### src/sv/mpe_pkg.sv
// ----------------------------------------------------------------------------
// mpe_pkg: shared types and constants of the mask perimeter extractor
// Grid limits, field widths, the opcode codes and the result point type.
// ----------------------------------------------------------------------------
`default_nettype none

package mpe_pkg;

   // Largest grid side; sets the depth of the line memory
   localparam int MAX_GRID = 256;
   localparam int MIN_GRID = 3;
   localparam int ADDR_W   = $clog2(MAX_GRID);

   // Field widths
   localparam int GRID_W   = 9;
   localparam int OPCODE_W = 1;
   localparam int COORD_W  = 8;
   localparam int INDEX_W  = 16;
   localparam int COUNT_W  = 17;

   // Line memory word: cell and shape one row up, shape two rows up
   localparam int LB_W = 3;

   typedef enum logic [OPCODE_W-1:0] {
      OP_PIXEL = 1'b0,
      OP_FILL  = 1'b1
   } opcode_type;

   typedef struct packed {
      logic [COORD_W-1:0] row;
      logic [COORD_W-1:0] col;
      logic [INDEX_W-1:0] list_index;
   } point_type;

endpackage

`default_nettype wire

### src/sv/mpe_chan_if.sv
// ----------------------------------------------------------------------------
// mpe_chan_if: valid/ready channels of the mask perimeter extractor
// Pixel request channel and perimeter point response channel.
// ----------------------------------------------------------------------------
`default_nettype none

interface mpe_req_if;
   import mpe_pkg::*;

   logic                valid;
   logic                ready;
   logic [OPCODE_W-1:0] opcode;
   logic                cell_full;
   logic                shape_full;

   modport source (output valid, output opcode, output cell_full, output shape_full,
                   input ready);
   modport sink   (input valid, input opcode, input cell_full, input shape_full,
                   output ready);
endinterface

interface mpe_rsp_if;
   import mpe_pkg::*;

   logic               valid;
   logic               ready;
   logic [COORD_W-1:0] row;
   logic [COORD_W-1:0] col;
   logic [INDEX_W-1:0] list_index;

   modport source (output valid, output row, output col, output list_index,
                   input ready);
   modport sink   (input valid, input row, input col, input list_index,
                   output ready);
endinterface

`default_nettype wire

### src/sv/mpe_line_ram.sv
// ----------------------------------------------------------------------------
// mpe_line_ram: one write port, one read port line memory
// Read data is registered and returns the old contents on an address match.
// ----------------------------------------------------------------------------
`default_nettype none

module mpe_line_ram #(
   parameter int DATA_W = 3,
   parameter int DEPTH  = 256
) (
   input  logic                      clock,
   input  logic                      wr_en,
   input  logic [$clog2(DEPTH)-1:0]  wr_addr,
   input  logic [DATA_W-1:0]         wr_data,
   input  logic [$clog2(DEPTH)-1:0]  rd_addr,
   output logic [DATA_W-1:0]         rd_data
);
   logic [DATA_W-1:0] mem [DEPTH];
   logic [DATA_W-1:0] rd_data_ff;

   always_ff @(posedge clock) begin
      if (wr_en) begin
         mem[wr_addr] <= wr_data;
      end
      rd_data_ff <= mem[rd_addr];
   end

   assign rd_data = rd_data_ff;

endmodule

`default_nettype wire

### src/sv/mpe_rsp_buf.sv
// ----------------------------------------------------------------------------
// mpe_rsp_buf: two-entry output buffer for perimeter points
// Output register plus skid entry; full only while both hold a beat.
// ----------------------------------------------------------------------------
`default_nettype none

module mpe_rsp_buf (
   input  logic               clock,
   input  logic               reset,
   input  logic               push,
   input  mpe_pkg::point_type push_data,
   output logic               full,
   mpe_rsp_if.source          rsp_bus
);
   import mpe_pkg::*;

   logic      out_v_ff, out_v_in;
   logic      skid_v_ff, skid_v_in;
   point_type out_ff, out_in;
   point_type skid_ff, skid_in;
   logic      pop;

   assign pop = out_v_ff && rsp_bus.ready;

   always_comb begin
      out_v_in  = out_v_ff;
      skid_v_in = skid_v_ff;
      out_in    = out_ff;
      skid_in   = skid_ff;
      if (!out_v_ff || pop) begin
         if (skid_v_ff) begin
            out_v_in  = 1'b1;
            out_in    = skid_ff;
            skid_v_in = push;
            skid_in   = push_data;
         end else begin
            out_v_in  = push;
            out_in    = push_data;
            skid_v_in = 1'b0;
         end
      end else if (push) begin
         // head is stalled: park the new beat
         skid_v_in = 1'b1;
         skid_in   = push_data;
      end
   end

   always_ff @(posedge clock) begin
      if (reset) begin
         out_v_ff  <= 1'b0;
         skid_v_ff <= 1'b0;
      end else begin
         out_v_ff  <= out_v_in;
         skid_v_ff <= skid_v_in;
      end
      out_ff  <= out_in;
      skid_ff <= skid_in;
   end

   assign full               = skid_v_ff;
   assign rsp_bus.valid      = out_v_ff;
   assign rsp_bus.row        = out_ff.row;
   assign rsp_bus.col        = out_ff.col;
   assign rsp_bus.list_index = out_ff.list_index;

   a_skid_behind_head: assert property (@(posedge clock) disable iff (reset)
      skid_v_ff |-> out_v_ff)
      else $error("skid entry holds a beat while the head is empty");

   a_stalled_push_parks: assert property (@(posedge clock) disable iff (reset)
      (out_v_ff && !rsp_bus.ready && push) |=> skid_v_ff)
      else $error("beat pushed behind a stalled head was lost");

   a_no_push_when_full: assert property (@(posedge clock) disable iff (reset)
      (skid_v_ff && !pop) |-> !push)
      else $error("beat pushed into a full buffer");

endmodule

`default_nettype wire

### src/sv/mask_perimeter_extractor.sv
// ----------------------------------------------------------------------------
// mask_perimeter_extractor: 8-neighbour perimeter points of a binary mask
// Streams cell and shape mask pixels in raster order and emits the perimeter.
// ----------------------------------------------------------------------------
// One item is taken per clock. A position is decided when the item
// grid_size+1 places later in the stream is taken, so a frame needs
// grid_size+1 filler beats after its last pixel; any beat in that drain part
// counts as empty. The decision is made in the accept cycle from a 3x3 window
// built from the registered read of a single line memory (two shape rows and
// one cell row, indexed by column) and two window column registers, and the
// point reaches rsp through a register. A two-entry output buffer lets intake
// continue under a stalled response; intake stops only while both entries are
// full. Fillers inside the pixel part are taken and dropped. A grid_size write
// clamps to 3..256 and restarts the frame and the point count.
// ----------------------------------------------------------------------------
`default_nettype none

module mask_perimeter_extractor (
   input  logic                        clock,
   input  logic                        reset,
   mpe_req_if.sink                     req_bus,
   mpe_rsp_if.source                   rsp_bus,
   input  logic                        csr_wr_en,
   input  logic [mpe_pkg::GRID_W-1:0]  csr_wr_data
);
   import mpe_pkg::*;

   typedef struct packed {
      logic cell1;
      logic shape2;
      logic shape1;
   } lb_word_type;

   typedef struct packed {
      logic top;
      logic mid;
      logic bot;
   } win_col_type;

   logic [GRID_W-1:0]  size_ff, size_in, size_clamp, size_m1;
   logic [GRID_W-1:0]  row_ff, row_in;
   logic [ADDR_W-1:0]  col_ff, col_in;
   logic [COUNT_W-1:0] count_ff, count_in;
   win_col_type        col_a_ff, col_b_ff;
   logic               cell_a_ff;

   lb_word_type        rd_word, wr_word;
   logic [LB_W-1:0]    rd_bits;
   logic               accept, draining, advance, last_pos, col_last, col_zero;
   logic [GRID_W-1:0]  q_row;
   logic [ADDR_W-1:0]  q_col;
   logic               q_valid, up_ok, dn_ok, lf_ok, rt_ok;
   logic               s_new, c_new, on_edge, produced, buf_full;
   logic [7:0]         nb;
   point_type          point;

   assign accept   = req_bus.valid && req_bus.ready;
   assign draining = row_ff >= size_ff;
   assign advance  = accept && (draining || opcode_type'(req_bus.opcode) == OP_PIXEL);
   assign last_pos = row_ff == size_ff + GRID_W'(1);
   assign size_m1  = size_ff - GRID_W'(1);
   assign col_last = GRID_W'(col_ff) == size_m1;
   assign col_zero = col_ff == '0;

   always_comb begin
      size_clamp = csr_wr_data;
      if (csr_wr_data < GRID_W'(MIN_GRID)) begin
         size_clamp = GRID_W'(MIN_GRID);
      end else if (csr_wr_data > GRID_W'(MAX_GRID)) begin
         size_clamp = GRID_W'(MAX_GRID);
      end
   end

   // Decided position lies grid_size+1 beats behind the incoming one
   assign q_row   = col_zero ? row_ff - GRID_W'(2) : row_ff - GRID_W'(1);
   assign q_col   = col_zero ? size_m1[ADDR_W-1:0] : col_ff - ADDR_W'(1);
   assign q_valid = (row_ff >= GRID_W'(2)) || (row_ff == GRID_W'(1) && !col_zero);

   assign up_ok = q_row != '0;
   assign dn_ok = q_row != size_m1;
   assign lf_ok = q_col != '0;
   assign rt_ok = GRID_W'(q_col) != size_m1;

   assign s_new = !draining && req_bus.shape_full;
   assign c_new = !draining && req_bus.cell_full;

   assign rd_word = lb_word_type'(rd_bits);

   // Off-grid neighbours read as empty
   assign nb[0] = up_ok && lf_ok && col_b_ff.top;
   assign nb[1] = up_ok && col_a_ff.top;
   assign nb[2] = up_ok && rt_ok && rd_word.shape2;
   assign nb[3] = lf_ok && col_b_ff.mid;
   assign nb[4] = rt_ok && rd_word.shape1;
   assign nb[5] = dn_ok && lf_ok && col_b_ff.bot;
   assign nb[6] = dn_ok && col_a_ff.bot;
   assign nb[7] = dn_ok && rt_ok && s_new;

   assign on_edge  = ~&nb;
   assign produced = advance && q_valid && cell_a_ff && on_edge;

   assign point.row        = COORD_W'(q_row);
   assign point.col        = COORD_W'(q_col);
   assign point.list_index = count_ff[INDEX_W-1:0];

   assign wr_word.cell1  = c_new;
   assign wr_word.shape2 = rd_word.shape1;
   assign wr_word.shape1 = s_new;

   always_comb begin
      size_in  = size_ff;
      row_in   = row_ff;
      col_in   = col_ff;
      count_in = count_ff;
      if (csr_wr_en) begin
         size_in  = size_clamp;
         row_in   = '0;
         col_in   = '0;
         count_in = '0;
      end else if (advance) begin
         if (last_pos) begin
            // end of drain: wrap to the next frame
            row_in   = '0;
            col_in   = '0;
            count_in = '0;
         end else begin
            count_in = count_ff + COUNT_W'(produced);
            if (col_last) begin
               col_in = '0;
               row_in = row_ff + GRID_W'(1);
            end else begin
               col_in = col_ff + ADDR_W'(1);
            end
         end
      end
   end

   always_ff @(posedge clock) begin
      if (reset) begin
         size_ff  <= GRID_W'(MAX_GRID);
         row_ff   <= '0;
         col_ff   <= '0;
         count_ff <= '0;
      end else begin
         size_ff  <= size_in;
         row_ff   <= row_in;
         col_ff   <= col_in;
         count_ff <= count_in;
      end
   end

   // Shift the window one column
   always_ff @(posedge clock) begin
      if (advance) begin
         col_b_ff  <= col_a_ff;
         col_a_ff  <= '{top: rd_word.shape2, mid: rd_word.shape1, bot: s_new};
         cell_a_ff <= rd_word.cell1;
      end
   end

   mpe_line_ram #(
      .DATA_W (LB_W),
      .DEPTH  (MAX_GRID)
   ) u_line_ram (
      .clock   (clock),
      .wr_en   (advance),
      .wr_addr (col_ff),
      .wr_data (wr_word),
      .rd_addr (col_in),
      .rd_data (rd_bits)
   );

   mpe_rsp_buf u_rsp_buf (
      .clock     (clock),
      .reset     (reset),
      .push      (produced),
      .push_data (point),
      .full      (buf_full),
      .rsp_bus   (rsp_bus)
   );

   assign req_bus.ready = !buf_full;

   a_hold_on_dropped_fill: assert property (@(posedge clock) disable iff (reset)
      (accept && !advance && !csr_wr_en) |=> (row_ff == $past(row_ff) &&
                                             col_ff == $past(col_ff)))
      else $error("filler inside the pixel part moved the position");

   a_col_in_grid: assert property (@(posedge clock) disable iff (reset)
      GRID_W'(col_ff) < size_ff)
      else $error("column counter beyond grid size");

   a_row_in_frame: assert property (@(posedge clock) disable iff (reset)
      row_ff <= size_ff + GRID_W'(1))
      else $error("row counter beyond drain rows");

   a_point_only_on_advance: assert property (@(posedge clock) disable iff (reset)
      produced |-> (q_valid && !(row_ff == '0)))
      else $error("point emitted before its position is decided");

endmodule

`default_nettype wire

### src/flat_wrapper.sv
// flat-port wrapper written by rule: the top's interface ports become plain ports
module mask_perimeter_extractor_flat import mpe_pkg::*;
  (clock, reset, csr_wr_en, csr_wr_data, req_bus_valid, req_bus_opcode, req_bus_cell_full, req_bus_shape_full, req_bus_ready, rsp_bus_valid, rsp_bus_row, rsp_bus_col, rsp_bus_list_index, rsp_bus_ready);
  mpe_req_if req_bus_i ();
  mpe_rsp_if rsp_bus_i ();
  input  logic clock;
  input  logic reset;
  input  logic csr_wr_en;
  input  logic [mpe_pkg::GRID_W-1:0] csr_wr_data;
  input wire logic [$bits(req_bus_i.valid)-1:0] req_bus_valid;
  input wire logic [$bits(req_bus_i.opcode)-1:0] req_bus_opcode;
  input wire logic [$bits(req_bus_i.cell_full)-1:0] req_bus_cell_full;
  input wire logic [$bits(req_bus_i.shape_full)-1:0] req_bus_shape_full;
  output wire logic [$bits(req_bus_i.ready)-1:0] req_bus_ready;
  output wire logic [$bits(rsp_bus_i.valid)-1:0] rsp_bus_valid;
  output wire logic [$bits(rsp_bus_i.row)-1:0] rsp_bus_row;
  output wire logic [$bits(rsp_bus_i.col)-1:0] rsp_bus_col;
  output wire logic [$bits(rsp_bus_i.list_index)-1:0] rsp_bus_list_index;
  input wire logic [$bits(rsp_bus_i.ready)-1:0] rsp_bus_ready;
  assign req_bus_i.valid = req_bus_valid;
  assign req_bus_i.opcode = req_bus_opcode;
  assign req_bus_i.cell_full = req_bus_cell_full;
  assign req_bus_i.shape_full = req_bus_shape_full;
  assign req_bus_ready = req_bus_i.ready;
  assign rsp_bus_valid = rsp_bus_i.valid;
  assign rsp_bus_row = rsp_bus_i.row;
  assign rsp_bus_col = rsp_bus_i.col;
  assign rsp_bus_list_index = rsp_bus_i.list_index;
  assign rsp_bus_i.ready = rsp_bus_ready;
  mask_perimeter_extractor u_core (.clock(clock), .reset(reset), .req_bus(req_bus_i), .rsp_bus(rsp_bus_i), .csr_wr_en(csr_wr_en), .csr_wr_data(csr_wr_data));
endmodule
### config.mk
export PLATFORM = sky130hd
export DESIGN_NAME = mask_perimeter_extractor_flat
export DESIGN_NICKNAME = d
export VERILOG_FILES = /design/src/sv/mpe_pkg.sv /design/src/sv/mpe_chan_if.sv /design/src/sv/mpe_line_ram.sv /design/src/sv/mpe_rsp_buf.sv /design/src/sv/mask_perimeter_extractor.sv /design/src/flat_wrapper.sv
export SDC_FILE = /design/constraint.sdc
export NUM_CORES = 1
export LEC_CHECK = 0
export ABC_CLOCK_PERIOD_IN_PS = 7530
export BUFFER_PORTS_ARGS = -buffer_cell sky130_fd_sc_hd__buf_2
export CAP_MARGIN = 0
export CELL_PAD_IN_SITES_DETAIL_PLACEMENT = 1
export CELL_PAD_IN_SITES_GLOBAL_PLACEMENT = 1
export CORE_ASPECT_RATIO = 0.6
export CORE_MARGIN = 1
export CORE_UTILIZATION = 53
export CTS_BUF_LIST = sky130_fd_sc_hd__clkbuf_8
export CTS_CLUSTER_SIZE = 16
export DETAILED_ROUTE_END_ITERATION = 8
export PLACE_DENSITY_LB_ADDON = 0.1
export RECOVER_POWER = 50
export SLEW_MARGIN = 25
export SYNTH_ARGS = -nofsm -noshare
export SYNTH_HDL_FRONTEND = slang
export SYNTH_SLANG_ARGS = --single-unit
### constraint.sdc
create_clock -name clock -period 7.53 [get_ports clock]
set_clock_uncertainty 0.1 [all_clocks]
set_input_delay 0.3765 -clock clock [delete_from_list [all_inputs] [get_ports clock]]
set_output_delay 0.3765 -clock clock [all_outputs]
set_load 0.05 [all_outputs]
# [Yosys cells after proc, flatten, opt, wreduce, memory -nomap -nowiden]
# Memory sizes are Yosys's and may differ from the RTL's. A register that Yosys moved wholly into a read port is not among the register bits.
# Index checks and enable logic that the tools add are counted.
[word_totals] reg_bits=116 ram_bits=768 n_memories=1
[memory_table] memory="u_core.u_line_ram.mem" words=256 width=3 read_ports=1 rd_ports_with_merged_regs=1 write_ports=1 line_no="mpe_line_ram.sv:18" rtl="logic [DATA_W-1:0] mem [DEPTH];"
[classes] add_sub_neg=8 magnitude_cmp=4 eq_ne=6 n_mux=21 bitwise_logic=1 n_reduce_logical=38
[op_table] operator="$mux 32" count=4
[op_table] operator="$mux 9" count=5
[op_table] operator="$mux 8" count=5
[op_table] operator="$logic_and 1x1->1" count=21
[op_table] operator="$add 9x1->9 const B" count=2
[op_table] operator="$sub 9x1->9 const B" count=2
[op_table] operator="$add 17x1->17" count=1
[op_table] operator="$mux 17" count=1
[op_table] operator="$eq 8x9->1" count=1
[op_table] operator="$eq 9x1->1 const B" count=1
[op_table] operator="$eq 9x9->1" count=1
[op_table] operator="$ge 9x2->1 const B" count=1
[op_table] operator="$ge 9x9->1" count=1
[op_table] operator="$gt 9x9->1 const B" count=1
[op_table] operator="$lt 9x2->1 const B" count=1
[op_table] operator="$ne 8x9->1" count=1
[op_table] operator="$ne 9x9->1" count=1
[op_table] operator="$reduce_bool 9->1" count=1
[op_table] operator="$sub 9x2->9 const B" count=1
[op_table] operator="$add 8x1->8 const B" count=1
[op_table] operator="$logic_not 8->1" count=1
[op_table] operator="$reduce_and 8->1" count=1
[op_table] operator="$reduce_bool 8->1" count=1
[op_table] operator="$sub 8x1->8 const B" count=1
[op_table] operator="other kinds (8)" count=21

# [Logic depth before layout (Yosys ltp)]
# Gate-level depths: netlist (run 1).
[logic_depth] word_depth=10 depth_mapped=21 mapped_depth_nobuf=18

# [Hierarchy]
# From an unflattened synthesis (run 1), not the netlist that was laid out.
[hier_totals] hier_cells=2332 hier_area_um2=37701.2
[by_module_without_submodules] module="mpe_line_ram" instances=1 cells_per_inst=1713 area_each_um2=31038.5 seq_area_each_um2=23122.2
[by_module_without_submodules] module="mask_perimeter_extractor" instances=1 cells_per_inst=507 area_each_um2=4127.7 seq_area_each_um2=1051.0
[by_module_without_submodules] module="mpe_rsp_buf" instances=1 cells_per_inst=112 area_each_um2=2534.9 seq_area_each_um2=1961.9

# [Worst setup path before layout (run 1)]
# OpenSTA, ideal clock, no wires.
[synth_timing] path_kind="register to register" from="register u_core.size_ff[4]" to="register u_core.count_ff[10]" setup_ns=0.132 t_arrival_ns=6.144 slack_ns=1.153 path_stages_with_launch=15 path_buffers=1 synth_period_minus_slack_ns=6.377 cell_sequence="dfxtp_1 -> clkbuf_1 -> inv_1 -> ha_1 -> a21oi_1 -> nor2_1 -> a211oi_2 -> and2_1 -> nor4b_1 -> a31oi_1 -> ha_1 -> ha_1 -> nand3_1 -> or3_1 -> a21oi_1"
[synth_rtl] item="from (decl)" line_no="mask_perimeter_extractor.sv:40" rtl="logic [GRID_W-1:0] size_ff, size_in, size_clamp, size_m1;"
[synth_rtl] item="from (signal assigned)" line_no="mask_perimeter_extractor.sv:140" rtl="size_ff <= GRID_W'(MAX_GRID);"
[synth_rtl] item="from (signal assigned)" line_no="mask_perimeter_extractor.sv:145" rtl="size_ff <= size_in;"
[synth_rtl] item="$ge 9x9->1" line_no="mask_perimeter_extractor.sv:58" rtl="assign draining = row_ff >= size_ff;"
[synth_rtl] item="$logic_not 1->1" line_no="mask_perimeter_extractor.sv:84" rtl="assign s_new = !draining && req_bus.shape_full;"
[synth_rtl] item="$logic_and 1x1->1" line_no="mask_perimeter_extractor.sv:84"
[synth_rtl] item="via u_core.s_new" line_no="mask_perimeter_extractor.sv:53" rtl="logic s_new, c_new, on_edge, produced, buf_full;"
[synth_rtl] item="$logic_and 1x1->1" line_no="mask_perimeter_extractor.sv:97" rtl="assign nb[7] = dn_ok && rt_ok && s_new;"
[synth_rtl] item="$reduce_and 8->1" line_no="mask_perimeter_extractor.sv:99" rtl="assign on_edge = ~&nb;"
[synth_rtl] item="$logic_not 1->1" line_no="mask_perimeter_extractor.sv:99"
[synth_rtl] item="$logic_and 1x1->1" line_no="mask_perimeter_extractor.sv:100" rtl="assign produced = advance && q_valid && cell_a_ff && on_edge;"
[synth_rtl] item="$add 17x1->17" line_no="mask_perimeter_extractor.sv:127" rtl="count_in = count_ff + COUNT_W'(produced);"
[synth_rtl] item="$mux 17" line_no="mask_perimeter_extractor.sv:121" rtl="if (last_pos) begin"
[synth_rtl] item="to (signal assigned)" line_no="mask_perimeter_extractor.sv:148" rtl="count_ff <= count_in;"
[synth_rtl] item="to (decl)" line_no="mask_perimeter_extractor.sv:43" rtl="logic [COUNT_W-1:0] count_ff, count_in;"
# The timed path passes the listed nets, and every way through them passes these cells.
# A chain may end at the register's enable or synchronous reset.

# [Worst setup path in the final report (run 1)]
[layout_timing] from="register u_core.size_ff[0]" to="register u_core.u_line_ram.rd_data_ff[2] (netlist: u_core.u_line_ram.rd_data[2]), read port of u_core.u_line_ram.mem"
[layout_via] elab_chain_cells=6
[layout_lines] item="$sub 9x1->9" line_no="mask_perimeter_extractor.sv:61" rtl="assign size_m1 = size_ff - GRID_W'(1);"
[layout_lines] item="$eq 8x9->1" line_no="mask_perimeter_extractor.sv:62" rtl="assign col_last = GRID_W'(col_ff) == size_m1;"
[layout_lines] item="$mux 8" line_no="mask_perimeter_extractor.sv:128" rtl="if (col_last) begin"
[layout_lines] item="$mux 8" line_no="mask_perimeter_extractor.sv:121"
[layout_lines] item="$mux 8 *" line_no="mask_perimeter_extractor.sv:120" rtl="end else if (advance) begin"
[layout_lines] item="$mux 8 *" line_no="mask_perimeter_extractor.sv:115" rtl="if (csr_wr_en) begin"
[layout_lines] item="to (decl)" line_no="mpe_line_ram.sv:19" rtl="logic [DATA_W-1:0] rd_data_ff;"
# Mark *: on every way between the ends. The rest lies on a longest branch, timed or not.

==> run_results.csv, run 1 <==
group,metric,value,unit
sta,period_share,94.4,%
placement,place.port_buffers,50,
logic_synthesis,ys.flop_type,"edfxtp_1",
power,p_leak,13.6,nW
worst_setup_path,path_max_fanout,18,
min_path,min_path_cells,4,
worst_setup_path,max_stage_delay,930,ps
sta,setup_viol,0,
grt,grt_pass1_wl,193,mm
logic_synthesis,netlist_area,0.0377,mm^2
placement,dp_hpwl,83.9,mm
run_status,status,"complete, but fails checks",
logic_synthesis,yosysUniqueCellTypes,90,
grt,gr-usage-all-layers,37.0,%
floorplanning,start_util,53.7,%
cells_and_area,final_cell_count_no_fill,4091,
cells_and_area,final_util,59.1,%
grt,grt_max_degree,143,
sta,fmax,141,MHz
logic_synthesis,synth_cells,2988,
worst_setup_path,cp-end-kind,"register",
placement,place_congestion,0.945,
sta,slew_violations,773,
placement,place_ws,982,ps
detailed_routing,routed_wl,134,mm
logic_synthesis,yosysSeqAreaShare,69.4,%
grt,first_global_vias,27200,
worst_setup_path,worstPathRequired,8140,ps
logic_synthesis,synth_warnings,0,
sta,slew_headroom,-155,%
logic_synthesis,synth_area_per_cell,12.6,um^2
detailed_routing,ant_nets,0,
logic_synthesis,synth_nets,3030,
grt,grt_antenna_before_repair,4,
clock_network,numClockSinks,886,
sta,holdWs,113,ps
worst_setup_path,worstPathArrival,7720,ps
detailed_routing,drc,0,
worst_setup_path,r2r-end,"u_core.u_line_ram.rd_data[2]",
cells_and_area,areaGrowthSynthToFinish,10.0,%
min_path,hold_class,"in -> reg",
logic_synthesis,ys_ff_latch,886,
sta,tns,0,ps
min_path,min_to,"u_core.row_ff[5]",
cells_and_area,nNetsFinal,3104,
clock_network,cts_made_buffers,133,
worst_setup_path,ff2ff_setup_slack,420,ps
flow_run,maxCapViolations,13,
clock_network,h-tree-depth,4,
sta,worst_pin_slew,3830,ps
worst_setup_path,path_cells,"clkbuf_1, inv_1, ha_1, xor2_1, or3_1, a2111oi_0, or3b_1, a21oi_4, clkbuf_1, or3_1, nand2_1, buf_4, a211oi_1, nor4_1, a211o_1, a32o_1",
clock_network,clk_path_buf_depth,3,
power,powerDensity,238,mW/mm^2
detailed_routing,drt_pass1_iterations,6,
power,ir_worst_vdd,0.157,mV
sta,hold_violations,0,
worst_setup_path,cp_slowest_cell,"clkbuf_1",
worst_setup_path,critical_path_class,"reg -> reg",
sta,final.setup.worst_slack,421,ps
worst_setup_path,rr_startpoint,"u_core.size_ff[0]",
worst_setup_path,cp_top_family,"simple AND/OR/NAND/NOR gates",
worst_setup_path,critical_path_buf_inv_count,4,
floorplanning,die_w,346,um
sta,fin_crit,7110,ps
cells_and_area,final_area,0.0414,mm^2
sta,rsz0062_at_grt,"no",
run_status,violations,"max-capacitance violations, max-slew violations",
clock_network,cts-root-buf,"clkbuf_8",
floorplanning,pin_count,51,
grt,overflow,0,
floorplanning,dieHeight,209,um
floorplanning,core_area,0.0701,mm^2
clock_network,insertion_delay,830,ps
placement,postPlaceCellArea,0.0390,mm^2
cells_and_area,drive_gt1_share,10.2,%
worst_setup_path,r2r_cells,16,
logic_synthesis,async_reset_ff_share,0,%
worst_setup_path,start_kind,"register",
clock_network,clk_pin_slew,70,ps
min_path,worstHoldStart,"req_bus_opcode",
placement,place_inst,3834,
logic_synthesis,synth_edf_count,839,
floorplanning,rows,75,
detailed_routing,dr_total_vias,27500,
floorplanning,die-area,0.0722,mm^2
clock_network,cts_tree,"built",
detailed_routing,drt-initial-drc-count,4196,
power,fin_total_pwr,9.86,mW
detailed_routing,routedWlPerCell,32.7,um
detailed_routing,viasPerCell,6.72,
## power by group
group          leakage, nW  switching, mW  internal, mW
sequential            7.96         0.0224          5.47
clock                 1.43           2.00          1.76
combinational         4.25          0.477         0.141
## routing by layer
| layer | share of wire (%) | vias up | track usage (%) |
|---|---|---|---|
| met5 | 0.027 | - | 0 |
| met4 | 2.7 | 2 | 11.5 |
| met3 | 14 | 281 | 12.6 |
| met2 | 41 | 1881 | 50.4 |
| met1 | 42 | 14000 | 55.6 |
| li1 | - | 11300 | - |
## worst reg2reg max path, cell delays in order, from the launching register on
cell	delay, ps
dfxtp_1	310
clkbuf_1	460
inv_1	150
ha_1	450
xor2_1	190
or3_1	380
a2111oi_0	440
or3b_1	600
a21oi_4	180
clkbuf_1	930
or3_1	390
nand2_1	550
buf_4	430
a211oi_1	690
nor4_1	200
a211o_1	320
a32o_1	250
## Yosys cell counts, types with 30 or more instances
cell / number / share of area (%)
edfxtp_1: 839 / 67
nand2_1: 437 / 4.4
nor2_1: 419 / 4.2
nand3_1: 127 / 1.7
clkbuf_1: 115 / 1.1
a21oi_1: 96 / 1.3
o21ai_0: 76 / 1.0
a31oi_1: 73 / 1.2
buf_2: 50 / 0.66
xnor2_1: 48 / 1.1
dfxtp_1: 47 / 2.5
nor3_1: 42 / 0.56
mux2i_1: 35 / 0.93
a211oi_1: 31 / 0.62
a22oi_1: 31 / 0.62
and3_1: 31 / 0.51
o221ai_1: 31 / 0.72
inv_1: 30 / 0.30
## cell type report
cell class / instances / area, um^2
diodes: 5 / 12.5
clock buffers: 142 / 1950
clock inverters: 93 / 434
fillers: 6974 / 28700
inverters: 33 / 124
multi-input cells: 1863 / 10600
flip-flops and latches: 886 / 26100
well taps: 924 / 1160
repair buffers: 145 / 1010
## timing repair
| item | CTS | global route |
|---|---|---|
| endpoints found under the setup margin | 0 | 0 |
| resized for setup | 0 | 0 |
| hold buffers | 17 | 0 |
| endpoints found under the hold margin | 20 | 0 |
| buffers inserted | 0 | 0 |
## logic make-up after synthesis
family / synth area share [%]
AO/OA/AOI/OAI: 9.76
XOR/XNOR: 1.77
adder cells (fa/ha/maj): 0.830
buffers and inverters: 2.87
flip-flops: 69.4
multiplexers: 2.19
AND/OR/NAND/NOR: 13.2
## how the worst max path moves through the flow
stage	to	slack, ps	startpoint	cells past startpoint
after floorplan	u_core.count_ff[10]	1150	u_core.size_ff[4]	14
after global placement	u_core.u_line_ram.rd_data[0]	1080	u_core.size_ff[2]	17
after detailed placement	u_core.u_line_ram.rd_data[0]	980	u_core.size_ff[2]	17
after CTS	u_core.u_line_ram.rd_data[0]	890	u_core.size_ff[2]	17
after global routing	u_core.u_line_ram.rd_data[1]	210	u_core.size_ff[0]	16
final	u_core.u_line_ram.rd_data[2]	420	u_core.size_ff[0]	16
## cells in the final DEF (no fill, tap or decap), types with 44 or more instances in the layout
master | synthesis | routed
nand2_1 | 437 | 435
xnor2_1 | 48 | 46
o21ai_0 | 76 | 76
dfxtp_1 | 47 | 47
nor2_1 | 419 | 418
a31oi_1 | 73 | 73
clkbuf_8 | 0 | 142
a21oi_1 | 96 | 95
buf_4 | 22 | 57
clkbuf_1 | 115 | 44
edfxtp_1 | 839 | 839
inv_1 | 30 | 86
nand3_1 | 127 | 114
## flip-flops by register name (all words and copies together), names as in the netlist, 3 cells and up
name,flops
u_core.size_ff,9
u_core.col_a_ff,3
u_core.u_rsp_buf.rsp_bus.col,8
u_core.u_line_ram.mem,768
u_core.u_rsp_buf.rsp_bus.row,8
u_core.u_line_ram.rd_data,3
u_core.u_rsp_buf.skid_ff,32
u_core.count_ff,16
u_core.row_ff,9
u_core.col_ff,8
u_core.u_rsp_buf.rsp_bus.list_index,16
u_core.col_b_ff,3
No activity file was read; power rests on OpenSTA's default activity.
==> run 2: changes to the inputs <==
--- a/config.mk
+++ b/config.mk
@@ -12,11 +12,11 @@
 export CELL_PAD_IN_SITES_GLOBAL_PLACEMENT = 1
 export CORE_ASPECT_RATIO = 0.6
 export CORE_MARGIN = 1
-export CORE_UTILIZATION = 53
+export CORE_UTILIZATION = 39
 export CTS_BUF_LIST = sky130_fd_sc_hd__clkbuf_8
 export CTS_CLUSTER_SIZE = 16
 export DETAILED_ROUTE_END_ITERATION = 8
-export PLACE_DENSITY_LB_ADDON = 0.1
+export PLACE_DENSITY = 0.7
 export RECOVER_POWER = 50
 export SLEW_MARGIN = 25
 export SYNTH_ARGS = -nofsm -noshare
==> run 2 against run 1 <==
The run still ends with max-capacitance violations, max-slew violations left; sequential share of layout area fell by 0.82 points; final cell count rose by 9.1%; power rose by 0.35%; cell area rose by 1.3%; clock power rose by 1%; die area rose by 36%; largest cell class unchanged.
==> run_results.csv, run 2 (synthesized netlist as in run 1, its figures left out) <==
group,metric,value,unit
floorplanning,die-area,0.0979,mm^2
worst_setup_path,rr_startpoint,"u_core.size_ff[2]",
min_path,hold_class,"in -> reg",
cells_and_area,final_common_cell,"edfxtp_1",
clock_network,clk_path_buf_depth,3,
worst_setup_path,r2r_cells,15,
grt,gr-usage-all-layers,27.0,%
sta,fmax,148,MHz
worst_setup_path,worstPathArrival,7410,ps
placement,dp_hpwl,84.4,mm
power,fin_total_pwr,9.90,mW
detailed_routing,drt-initial-drc-count,3708,
worst_setup_path,cp_top_family,"compound AO/OA/AOI/OAI gates",
sta,rsz0062_at_grt,"no",
power,p_comb_share,6.2,%
power,pwr-share-seq,55.4,%
placement,postPlaceCellArea,0.0395,mm^2
cells_and_area,largest_reg_flops,768,
grt,grt_max_degree,192,
placement,place.port_buffers,50,
grt,overflow,0,
power,power_frac_clock,38.3,%
cells_and_area,reg_top3,"u_core.u_line_ram.mem: 768 flops, u_core.u_rsp_buf.skid_ff: 32 flops",
clock_network,ctsHoldBuffers,21,
sta,holdWs,140,ps
run_status,violations,"max-capacitance violations, max-slew violations",
detailed_routing,routedWlPerCell,29.9,um
grt,first_global_vias,27100,
cells_and_area,nNetsFinal,3112,
detailed_routing,dr_total_vias,27500,
worst_setup_path,r2r-end,"u_core.u_line_ram.rd_data[1]",
floorplanning,dieHeight,243,um
detailed_routing,drt_pass1_iterations,6,
worst_setup_path,cp-end-kind,"register",
worst_setup_path,path_max_fanout,11,
run_status,status,"complete, but fails checks",
power,p_leak,13.7,nW
worst_setup_path,critical_path_buf_inv_count,1,
floorplanning,rows,87,
worst_setup_path,path_depth,15,
power,power.switching,2.51,mW
worst_setup_path,max_stage_delay,1170,ps
min_path,min_path_cells,6,
clock_network,h-tree-depth,4,
power,switching_share,25.4,%
floorplanning,start_util,39.7,%
detailed_routing,routed_wl,134,mm
floorplanning,die_w,403,um
clock_network,cts_made_buffers,133,
clock_network,insertion_delay,840,ps
worst_setup_path,start_kind,"register",
detailed_routing,drc,0,
placement,place_congestion,0.915,
power,ir_worst_vdd,0.162,mV
clock_network,post_cts_resized,0,
min_path,min_to,"u_core.row_ff[0]",
worst_setup_path,cp_slowest_cell,"a31oi_1",
sta,worst_pin_slew,3890,ps
cells_and_area,areaGrowthSynthToFinish,11.5,%
detailed_routing,ant_nets,0,
sta,tns,0,ps
cells_and_area,largest_register,"u_core.u_line_ram.mem",
sta,setup_viol,0,
clock_network,cts_setup_buffers,0,
placement,place_inst,4204,
cells_and_area,layout_common_cells,"edfxtp_1 (839), nand2_1 (435), nor2_1 (417)",
grt,grt_antenna_before_repair,10,
sta,period_share,89.8,%
grt,grt_pass1_wl,193,mm
clock_network,numClockSinks,886,
worst_setup_path,ff2ff_setup_slack,770,ps
floorplanning,pin_count,51,
sta,slew_headroom,-159,%
min_path,worstHoldStart,"req_bus_opcode",
clock_network,clk_pin_slew,70,ps
cells_and_area,final_area,0.0420,mm^2
cells_and_area,regArea,0.0261,mm^2
flow_run,maxCapViolations,12,
cells_and_area,multiInputGateArea,0.0106,mm^2
cells_and_area,fill_cells,9892,
sta,slew_violations,633,
worst_setup_path,path_cells,"inv_1, ha_1, a21oi_1, o21ai_0, a211oi_1, a2111oi_0, o21a_1, a31oi_1, nor2_1, o21a_1, o31ai_1, nand4_1, o31ai_1, o32ai_1, nor3_1",
worst_setup_path,worstPathRequired,8180,ps
sta,hold_violations,0,
power,intPower,7.39,mW
cells_and_area,drive_gt1_share,10.2,%
floorplanning,core_area,0.0948,mm^2
sta,fin_crit,6760,ps
detailed_routing,viasPerCell,6.15,
clock_network,cts_tree,"built",
worst_setup_path,critical_path_class,"reg -> reg",
power,powerDensity,236,mW/mm^2
clock_network,cts-root-buf,"clkbuf_8",
cells_and_area,final_cell_count_no_fill,4464,
## run 2: layout make-up
| class | instances | share of cell area, % |
|---|---|---|
| antenna | 4 | 0.0238 |
| clock buffer | 137 | 4.49 |
| clock inverter | 98 | 1.24 |
| inverter | 33 | 0.295 |
| multi-input combinational | 1863 | 25.2 |
| sequential | 886 | 62.2 |
| tap | 1290 | 3.84 |
| timing repair buffer | 153 | 2.65 |
## run 2: worst max path at each step
stage | startpoint | slack, ps | to
finish | u_core.size_ff[2] | 770 | u_core.u_line_ram.rd_data[1]
global route | u_core.size_ff[2] | 550 | u_core.u_line_ram.mem[195][2]
CTS | u_core.size_ff[2] | 1540 | u_core.u_line_ram.rd_data[0]
detailed placement | u_core.size_ff[2] | 1560 | u_core.u_line_ram.rd_data[0]
global placement | u_core.size_ff[5] | 1830 | u_core.u_line_ram.rd_data[1]
floorplan | u_core.size_ff[4] | 1150 | u_core.count_ff[10]
## run 2: worst min-delay path: cells and delay by family
kind                      cells  cell delay [ps]
and+or+nand+nor               2              220
buffers and inverters         2              210
AOI/OAI and AO/OA             1              150
xor gates and xnor gates      1               80
## run 2: per-layer routing
| metal | vias up | routed length (um) | part of all wire [%] | GRT usage (%) |
|---|---|---|---|---|
| li1 | 11300 | - | - | - |
| met2 | 1800 | 54300 | 41 | 36.4 |
| met3 | 267 | 17900 | 13 | 9.53 |
| met1 | 14100 | 58000 | 43 | 40.5 |
| met4 | 8 | 3170 | 2.4 | 7.21 |
| met5 | - | 292 | 0.22 | 0 |
## run 2: through the flow
step / util, % / worst slack (ps)
CTS: 44.4 / 1540
global placement: 41.7 / 1830
global route: 44.3 / 549
floorplan: - / 1150
detailed placement: 41.7 / 1560
finish: 44.3 / 767
## run 2: power groups by stage
stage	logic (mW)	clock network (mW)	registers [mW]
after global placement	0.582	0	5.58
after global routing	0.645	4.02	5.49
after floorplan	0.311	0	5.64
final	0.614	3.79	5.49
after detailed placement	0.600	0	5.58
after CTS	0.609	3.83	5.47
